$ cat config.mk
export PLATFORM = sky130hd
export DESIGN_NAME = adof_cell
export DESIGN_NICKNAME = d
export VERILOG_FILES = /design/src/design/adof_pkg.sv /design/src/design/adof_cell.sv
export SDC_FILE = /design/constraint.sdc
export NUM_CORES = 1
export LEC_CHECK = 0
export BUFFER_PORTS_ARGS = -buffer_cell sky130_fd_sc_hd__buf_2
export CORE_MARGIN = 4
export CORE_UTILIZATION = 40
export CTS_CLUSTER_DIAMETER = 40
export DETAILED_ROUTE_END_ITERATION = 8
export PLACE_DENSITY_LB_ADDON = 0.15
export RECOVER_POWER = 100
export SETUP_SLACK_MARGIN = 0.3
export SLEW_MARGIN = 30
export SYNTH_ARGS = -nofsm -noshare
export SYNTH_HDL_FRONTEND = slang
export SYNTH_SLANG_ARGS = --single-unit
$ cat constraint.sdc
create_clock -name i_clk -period 7.14 [get_ports i_clk]
set_input_delay 1.428 -clock i_clk [delete_from_list [all_inputs] [get_ports i_clk]]
set_output_delay 1.428 -clock i_clk [all_outputs]
set_load 0.01 [all_outputs]
$ cat src/design/adof_pkg.sv
// Package: shared constants, word types and mode codes for the distinct/dupes filter.
`timescale 1ns / 1ps

package adof_pkg;

    localparam int TABLE_DEPTH_DEF = 64;
    localparam int VALUE_WIDTH_DEF = 64;
    localparam int ELEM_WIDTH      = 64;
    localparam int CNT_WIDTH       = 16;
    localparam int NULL_CNT_W      = 2;
    localparam int NULL_KEEP_DUPES = 2;

    typedef logic [CNT_WIDTH-1:0]  t_cnt;
    typedef logic [NULL_CNT_W-1:0] t_null_cnt;

    localparam t_cnt CNT_MAX = '1;

    localparam logic MODE_DISTINCT = 1'b0;
    localparam logic MODE_DUPES    = 1'b1;

    // control part of a word travelling down the cell row
    typedef struct packed {
        logic vld;
        logic nul;
        logic last;
        logic dupes;
        logic res;
        logic keep;
    } t_tok;

    typedef struct packed {
        logic keep;
        t_cnt pos;
        t_cnt kept;
        logic done;
        logic ovf;
    } t_res;

endpackage

$ cat src/design/adof_cell.sv
// One table cell: holds a seen value and its marks, resolves passing words.
`timescale 1ns / 1ps

module adof_cell #(
    parameter int VALUE_WIDTH = adof_pkg::VALUE_WIDTH_DEF
) (
    input  logic                   i_clk,
    input  logic                   i_rst_n,
    input  logic                   i_adv,
    input  adof_pkg::t_tok         i_tok,
    input  logic [VALUE_WIDTH-1:0] i_val,
    output adof_pkg::t_tok         o_tok,
    output logic [VALUE_WIDTH-1:0] o_val
);

    logic                   r_used;
    logic                   r_once;
    logic [VALUE_WIDTH-1:0] r_val;
    adof_pkg::t_tok         r_tok;
    adof_pkg::t_tok         n_tok;
    logic [VALUE_WIDTH-1:0] r_pass;
    logic                   w_live;
    logic                   w_hit;
    logic                   w_ins;
    logic                   w_take;

    always_comb begin
        w_live = i_tok.vld && !i_tok.nul && !i_tok.res;
        w_hit  = w_live && r_used && (r_val == i_val);
        w_ins  = w_live && !r_used;
        w_take = w_hit && i_tok.dupes && r_once;
        n_tok      = i_tok;
        n_tok.res  = i_tok.res || w_hit || w_ins;
        n_tok.keep = i_tok.keep || w_take || (w_ins && !i_tok.dupes);
    end

    always_ff @(posedge i_clk) begin
        if (!i_rst_n) begin
            r_used <= 1'b0;
            r_once <= 1'b0;
            r_tok  <= '0;
        end else if (i_adv) begin
            r_tok <= n_tok;
            if (i_tok.vld && i_tok.last) begin
                r_used <= 1'b0;
                r_once <= 1'b0;
            end else if (w_ins) begin
                r_used <= 1'b1;
                r_once <= 1'b1;
            end else if (w_take) begin
                r_once <= 1'b0;
            end
        end
    end

    always_ff @(posedge i_clk) begin
        if (i_adv) begin
            r_pass <= i_val;
            if (w_ins) begin
                r_val <= i_val;
            end
        end
    end

    assign o_tok = r_tok;
    assign o_val = r_pass;

endmodule

==> impl_metrics.tcl <==
set metrics [dict create \
    drc 0 \
    postCtsSetupRepairBufs 0 \
    rsz0062_at_grt "no" \
    insertion_delay_ps 420 \
    cap_violations 1 \
    clk_pin_slew_ps 50 \
    required_ps 7200 \
    dpl.hpwl_um 6670 \
    finalNetCount 509 \
    yosysTopAreaCellShare 0.767 \
    pwr_density_cell_nw_per_um2 303 \
    firstDrtPassIters 4 \
    place_congestion 0.708 \
    fin_skew_ps 7.15 \
    syn_to_final_growth_pct 27.0 \
    synth_edf_count 128 \
    io_pins 143 \
    path_class "in -> reg" \
    rows 40 \
    path_max_fanout 36 \
    cts_made_buffers 17 \
    cts_tree "done" \
    hold_viol 0 \
    leakagePower_nw 2.13 \
    relSlewSlack -0.183 \
    die-area_um2 14400 \
    cts-root-buf "clkbuf_16" \
    cts-htree-levels 4 \
    grt_start_max_net_pins 78 \
    grt_pass1_vias 2913 \
    diodes 0 \
    fill_cells 1083 \
    ys_async_sr_fraction 0 \
    grt.overflow.total 0 \
    synth_cell_types 29 \
    ctsResizeCount 0 \
    dieHeight_um 120 \
    ys_warn_count 0 \
    use_met3 0.0537 \
    setup_viol 0 \
    drt_iter0_drc 139 \
    routed_wl_um 9470 \
    wl_per_cell_um 15.3 \
    viasPerCell 4.65 \
    global_route.usage.met2 0.208 \
    vias 2868 \
    synth_largest_area_cell "edfxtp_1" \
    place.port_buffers 142 \
    ys_top_cells_by_count "edfxtp_1, xor2_1, nor2b_1, inv_1, nand2b_1" \
    drive_gt1_frac 0.0869 \
    status "finished, violations left" \
    yosysMostFrequentCell "edfxtp_1" \
    grt_util_met1 0.168 \
    period_share 0.575 \
    post-place-ws_ps 3220 \
    top_usage_layer "met2" \
    antenna_left 0 \
    worst_slack_ps 3040 \
    ys_top_cells_by_area "edfxtp_1, xor2_1, dfxtp_1" \
    end_kind "register" \
    vdd_drop_max_mv 0.193 \
    cts.sinks 136 \
    ctsHoldBuffers 0 \
    grt_pass1_wl_um 14700 \
    coreArea_um2 12100 \
    grt_use_total 0.136 \
    ys_seq_elements 136 \
    slew_viol_final 30 \
    die_w_um 120 \
    synth_cells 275 \
    antenna_found_initial 0 \
    synth_ff_type "edfxtp_1" \
    cp.arrival_ps 4160 \
    synth-seq-area-share 0.799 \
    synth.avg_cell_area_um2 18.2 \
    clockBufferDepth 2 \
    min_period_ps 4100 \
    tns_ps 0 \
    start_util 0.414 \
    syn_area_um2 5010 \
    violations "capacitance limit, slew limit" \
    hold_class "reg -> reg" \
    timing.fmax_mhz 244 \
    syn_nets 348 \
    worst_pin_slew_ps 1770 \
    start_kind "primary input" \
]
-- registers in the layout, indices dropped and copies added, names as in the netlist --
| register | cells |
|---|---|
| o_tok | 6 |
| o_val | 64 |
| r_once | 1 |
| r_used | 1 |
| r_val | 64 |
-- worst paths after layout --
kind            start  slack [ps]  depth (start not counted)   endpoint
max reg2reg    r_used        4270                          3  r_val[25]
min            r_used         500                          2     r_used
min reg2reg    r_used         500                          2     r_used
max          i_tok[5]        3040                          5  r_val[25]
-- stage by stage --
step	hold WS, ps	util	power, mW	instance area (um2)	std cells
final	504	0.525	1.93	6360	617
after global routing	543	0.525	2.00	6360	617
after CTS	519	0.541	1.97	6550	617
after detailed placement	494	0.490	1.07	5940	585
after global placement	496	0.490	1.06	5940	585
after floorplan	453	-	0.989	5010	275
-- critical path: stages --
cell	delay, ps
clkbuf_1	140
nor3b_1	320
nor2b_1	260
and2_0	1350
buf_4	610
-- cell type report --
class                   count  area [um2]  share of cell area
flip-flops and latches    136        4000               0.629
multi-input cells         127         941               0.148
repair buffers            143         556              0.0873
clock buffers              19         433              0.0680
well taps                 168         210              0.0330
clock inverters            13         179              0.0281
inverters                  11        41.3             0.00649
-- logic make-up after synthesis --
logic type,Yosys count,share of synthesized area
flops,136,0.799
mux,4,0.00799
simple gates,59,0.0767
xor+xnor,46,0.0804
buf+inv,12,0.00899
compound gates,18,0.0267
-- metal layers --
layer	wire, um	share of wire	up-vias
li1	-	-	1376
met1	4220	0.45	1367
met2	4410	0.47	108
met3	634	0.067	17
met4	209	0.022	0
met5	0	0	-
-- placed cells by master, fill, tap and decap left out, drive strengths merged, types with 3 or more instances in the layout --
cell      Yosys  routed
bufinv        0       4
dfxtp         8       8
nor3b         3       3
o21ai         4       4
clkinvlp      0       4
nand3         5       5
clkbuf        1     154
mux2i         4       4
xor2         38      38
xnor2         8       8
inv          11      11
a2111oi       4       4
a21oi         3       3
nand4         5       5
nor2b        18      18
clkinv        0       5
edfxtp      128     128
nand2         3       3
nand2b       10      10
buf           0       8
nor4         11      11
-- power breakdown --
part / leakage [nW] / internal (mW) / total, mW / switching, mW
clock: 0.289 / 0.581 / 0.894 / 0.313
sequential: 1.27 / 0.916 / 0.928 / 0.0113
combinational: 0.568 / 0.0373 / 0.108 / 0.0706
total: 2.13 / 1.53 / 1.93 / 0.395
No activity file was read; power rests on OpenSTA's default activity.
