===== config.mk =====
export PLATFORM = sky130hd
export DESIGN_NAME = adof_out
export DESIGN_NICKNAME = d
export VERILOG_FILES = /design/src/design/adof_pkg.sv /design/src/design/adof_out.sv
export SDC_FILE = /design/constraint.sdc
export NUM_CORES = 1
export LEC_CHECK = 0
export BUFFER_PORTS_ARGS = -buffer_cell sky130_fd_sc_hd__buf_4
export CORE_ASPECT_RATIO = 1.5
export CORE_MARGIN = 2
export CORE_UTILIZATION = 40
export CTS_CLUSTER_SIZE = 25
export DETAILED_ROUTE_END_ITERATION = 10
export SLEW_MARGIN = 10
export SYNTH_ARGS = -nofsm -noshare
export SYNTH_HDL_FRONTEND = slang
export SYNTH_SLANG_ARGS = --single-unit

===== constraint.sdc =====
create_clock -name i_clk -period 4.7 [get_ports i_clk]
set_clock_uncertainty 0.15 [all_clocks]
set_input_delay 0.235 -clock i_clk [delete_from_list [all_inputs] [get_ports i_clk]]
set_output_delay 0.235 -clock i_clk [all_outputs]
set_load 0.005 [all_outputs]

===== src/design/adof_pkg.sv =====
// Package: shared constants, word types and mode codes for the distinct/dupes filter.
`timescale 1ns / 1ps

package adof_pkg;

    localparam int TABLE_DEPTH_DEF = 64;
    localparam int VALUE_WIDTH_DEF = 64;
    localparam int ELEM_WIDTH      = 64;
    localparam int CNT_WIDTH       = 16;
    localparam int NULL_CNT_W      = 2;
    localparam int NULL_KEEP_DUPES = 2;

    typedef logic [CNT_WIDTH-1:0]  t_cnt;
    typedef logic [NULL_CNT_W-1:0] t_null_cnt;

    localparam t_cnt CNT_MAX = '1;

    localparam logic MODE_DISTINCT = 1'b0;
    localparam logic MODE_DUPES    = 1'b1;

    // control part of a word travelling down the cell row
    typedef struct packed {
        logic vld;
        logic nul;
        logic last;
        logic dupes;
        logic res;
        logic keep;
    } t_tok;

    typedef struct packed {
        logic keep;
        t_cnt pos;
        t_cnt kept;
        logic done;
        logic ovf;
    } t_res;

endpackage


===== src/design/adof_out.sv =====
// Output stage: null decisions, position and kept counters, result register.
`timescale 1ns / 1ps

module adof_out (
    input  logic           i_clk,
    input  logic           i_rst_n,
    input  logic           i_adv,
    input  adof_pkg::t_tok i_tok,
    output logic           o_vld,
    output adof_pkg::t_res o_res
);

    logic                r_vld;
    adof_pkg::t_res      r_res;
    adof_pkg::t_cnt      r_pos_cnt;
    adof_pkg::t_cnt      r_kept_cnt;
    adof_pkg::t_null_cnt r_null_cnt;
    adof_pkg::t_cnt      n_pos_cnt;
    adof_pkg::t_cnt      n_kept_cnt;
    adof_pkg::t_null_cnt n_null_cnt;
    logic                w_null_keep;
    logic                w_keep;
    logic                w_ovf;

    always_comb begin
        if (i_tok.dupes) begin
            w_null_keep = r_null_cnt
                == adof_pkg::t_null_cnt'(adof_pkg::NULL_KEEP_DUPES - 1);
        end else begin
            w_null_keep = r_null_cnt == '0;
        end
        w_keep = i_tok.nul ? w_null_keep : i_tok.keep;
        w_ovf  = !i_tok.nul && !i_tok.res;
        n_pos_cnt  = (r_pos_cnt != adof_pkg::CNT_MAX) ? r_pos_cnt + 1'b1 : r_pos_cnt;
        n_kept_cnt = (w_keep && r_kept_cnt != adof_pkg::CNT_MAX)
                   ? r_kept_cnt + 1'b1 : r_kept_cnt;
        n_null_cnt = (i_tok.nul
                      && r_null_cnt < adof_pkg::t_null_cnt'(adof_pkg::NULL_KEEP_DUPES))
                   ? r_null_cnt + 1'b1 : r_null_cnt;
    end

    always_ff @(posedge i_clk) begin
        if (!i_rst_n) begin
            r_vld      <= 1'b0;
            r_pos_cnt  <= '0;
            r_kept_cnt <= '0;
            r_null_cnt <= '0;
        end else if (i_adv) begin
            r_vld <= i_tok.vld;
            if (i_tok.vld) begin
                if (i_tok.last) begin
                    r_pos_cnt  <= '0;
                    r_kept_cnt <= '0;
                    r_null_cnt <= '0;
                end else begin
                    r_pos_cnt  <= n_pos_cnt;
                    r_kept_cnt <= n_kept_cnt;
                    r_null_cnt <= n_null_cnt;
                end
            end
        end
    end

    always_ff @(posedge i_clk) begin
        if (i_adv && i_tok.vld) begin
            r_res.keep <= w_keep;
            r_res.pos  <= r_pos_cnt;
            r_res.kept <= n_kept_cnt;
            r_res.done <= i_tok.last;
            r_res.ovf  <= w_ovf;
        end
    end

    assign o_vld = r_vld;
    assign o_res = r_res;

endmodule

==> reports/metrics.yaml <==
status:
  status: "finished, final reports clean"
clocking:
  cts-htree-levels: 3
  cts_root_buffer: "clkbuf_16"
  clk_latency_ps: 330
  cts_buffers: 9
  clock_sinks: 70
  ctsHoldBuffers: 0
  post_cts_resized: 0
  cts_setup_buffers: 0
  clockBufferDepth: 2
  tritoncts: "yes"
  cts.reportedPaths.clkPinSlew_ps: 50
placement:
  gp_congestion: 0.766
  port_buffers: 44
  dp_hpwl_um: 4440
  dp_cells: 436
  dpl_worst_slack_ps: 1640
  place_area_sq_um: 3600
layout:
  nNetsFinal: 355
  mostFrequentLayoutCells: "buf_4, edfxtp_1, dfxtp_1"
  fillCellCount: 786
  final_cells: 452
  drive_above_1_share_pct: 20.5
  design_area_sq_um: 3900
  final_common_cell: "buf_4"
  num_antenna_cells: 0
  syn_to_final_growth_pct: 20.9
power:
  p_sw_mw: 0.291
  p_clk_share_pct: 47.6
  p_leak_nw: 1.34
  pwr-share-seq_pct: 47.8
  intPower_mw: 1.09
  combinationalPowerShare_pct: 4.6
  power_density_nw_per_um2: 354
  vdd_drop_max_uv: 208
  swShare_pct: 21.1
timing:
  maxSlewViolCount: 0
  clock.fmax_mhz: 376
  setup_ws_ps: 2040
  setup_viol_count_final: 0
  holdWs_ps: 18.2
  relSlewSlack_pct: 50.2
  rsz0062_at_grt: "false"
  worstMarginPinSlew_ps: 746
  setup_tns_ps: 0
  hold_violations: 0
  period_share_pct: 56.5
  period_minus_slack_ps: 2660
die:
  design.core.area_sq_um: 7910
  core.rowCount: 40
  design.portCount: 45
  fp.dieH_um: 114
  dieArea_sq_um: 8800
  initial_core_util_pct: 40.7
  die_width_um: 77.3
synth:
  synthDistinctLibCells: 47
  synthCells: 301
  synthesis.nets: 314
  synth_area_per_cell_sq_um: 10.7
  synth-edff-count: 35
  yosys_warnings: 0
  synth_area_sq_um: 3220
  ys_seq_area_share_pct: 54.4
  synth_ff_type: "edfxtp_1"
  synth_seq_cells: 70
  async_flop_share_pct: 0
setup_path:
  path_class: "in -> reg"
  cp_max_fo: 36
  regToRegStartpoint: "r_kept_cnt[8]"
  cp-start-kind: "input pin"
  cp.required_ps: 4820
  cp.arrival_ps: 2770
  critPathBufInv: 3
  critical_path.max_stage_delay_ps: 540
  worstPathCellList: "buf_4, nand2_1, clkinv_1, buf_4, nand2_1, nand2_1, or2_2, mux2i_1"
  cp_top_family: "simple AND/OR/NAND/NOR gates"
  slowest_stage: "nand2_1"
  cp_common_cell: "nand2_1"
  crit_path_end_kind: "flop"
  startpoint: "i_adv"
route:
  dr_total_vias: 2445
  detail_route.iter0.violations: 87
  vias_per_cell: 5.41
  drtAntennaViolNets: 0
  wl_per_cell_um: 14.6
  drc: 0
  wl_um: 6600
  first_pass_iters: 4
grt:
  grt.overflow.total: 0
  grt_use_total_pct: 15.9
  grt_pass1_wl_um: 10800
  grt_max_degree: 37
  antenna_found_initial: 0
  first_global_vias: 2328
flow_run:
  maxCapViolCount: 0
hold_path:
  worstHoldStart: "i_tok[1]"
  hold_class: "in -> reg"
-- layout make-up --
class | count | area, sq um | share of cell area (%)
flip-flops and latches | 70 | 1750 | 45.0
multi-input cells | 208 | 1350 | 34.6
repair buffers | 46 | 345 | 8.86
clock buffers | 10 | 229 | 5.88
well taps | 105 | 131 | 3.37
clock inverters | 6 | 62.6 | 1.61
inverters | 7 | 26.3 | 0.674
-- layer usage --
layer  GRT usage, %  vias to the layer above  share of wire, %
met5              0                        -                 0
met4           9.17                        0               2.9
met3           3.88                       18               3.9
met2           29.1                       45                53
met1           16.4                     1187                40
li1               -                     1195                 -
-- through the flow --
stage	utilization, %	power, mW
after global placement	45.6	0.735
after global routing	49.3	1.43
after detailed placement	45.6	0.736
final	49.3	1.38
after floorplan	-	0.705
after CTS	49.3	1.39
-- state kept, by name, summed over array words and instances (netlist names) --
name and cells:
r_kept_cnt 16, o_vld 1, o_res 35, r_pos_cnt 16
r_null_cnt 2
-- synth_stat cells (all sizes together) (2+ instances only) --
cell type  number  share of area, %
nor4            2              0.39
buf             5               1.2
nand3          13               2.0
edfxtp         35                33
nor2           19               2.2
nor3            2              0.31
o21ai          12               1.9
inv             5              0.58
nand2b          3              0.58
a211oi          7               2.4
a21oi          24               3.7
nand4          15               2.9
dfxtp          35                22
a31oi           8               1.7
nand3b          6               1.4
xnor2          23               6.3
or3            11               2.2
clkbuf         11               1.7
nand2          22               2.8
a41oi           4               1.1
clkinv          2              0.23
ha              4               1.6
and4            6               1.7
mux2i           2              0.74
xor2            5               1.4
and2            3              0.58
and3            7               1.4
-- worst paths after layout --
path                                     end  slack, ps  depth (start not counted)
worst max-delay path            r_pos_cnt[7]       2040                          8
worst min-delay path                o_res[0]         20                          2
worst max register to register      o_res[3]       2370                          4
worst min register to register         o_vld        330                          2
-- kinds of logic after synthesis --
group,synth area share (%)
mux,1.09
fa+ha+maj,1.55
buf+inv,3.73
simple gates,20.3
flops,54.4
xor+xnor,7.61
compound gates,11.4
-- power groups by stage --
stage          registers, mW  logic, mW  clock network, mW
4_1_cts                0.659     0.0653              0.671
6_report               0.659     0.0639              0.656
3_3_place_gp           0.671     0.0641                  0
2_1_floorplan          0.672     0.0326                  0
5_1_grt                0.659     0.0703              0.697
3_5_place_dp           0.671     0.0648                  0
No activity file was read; power rests on OpenSTA's default activity.
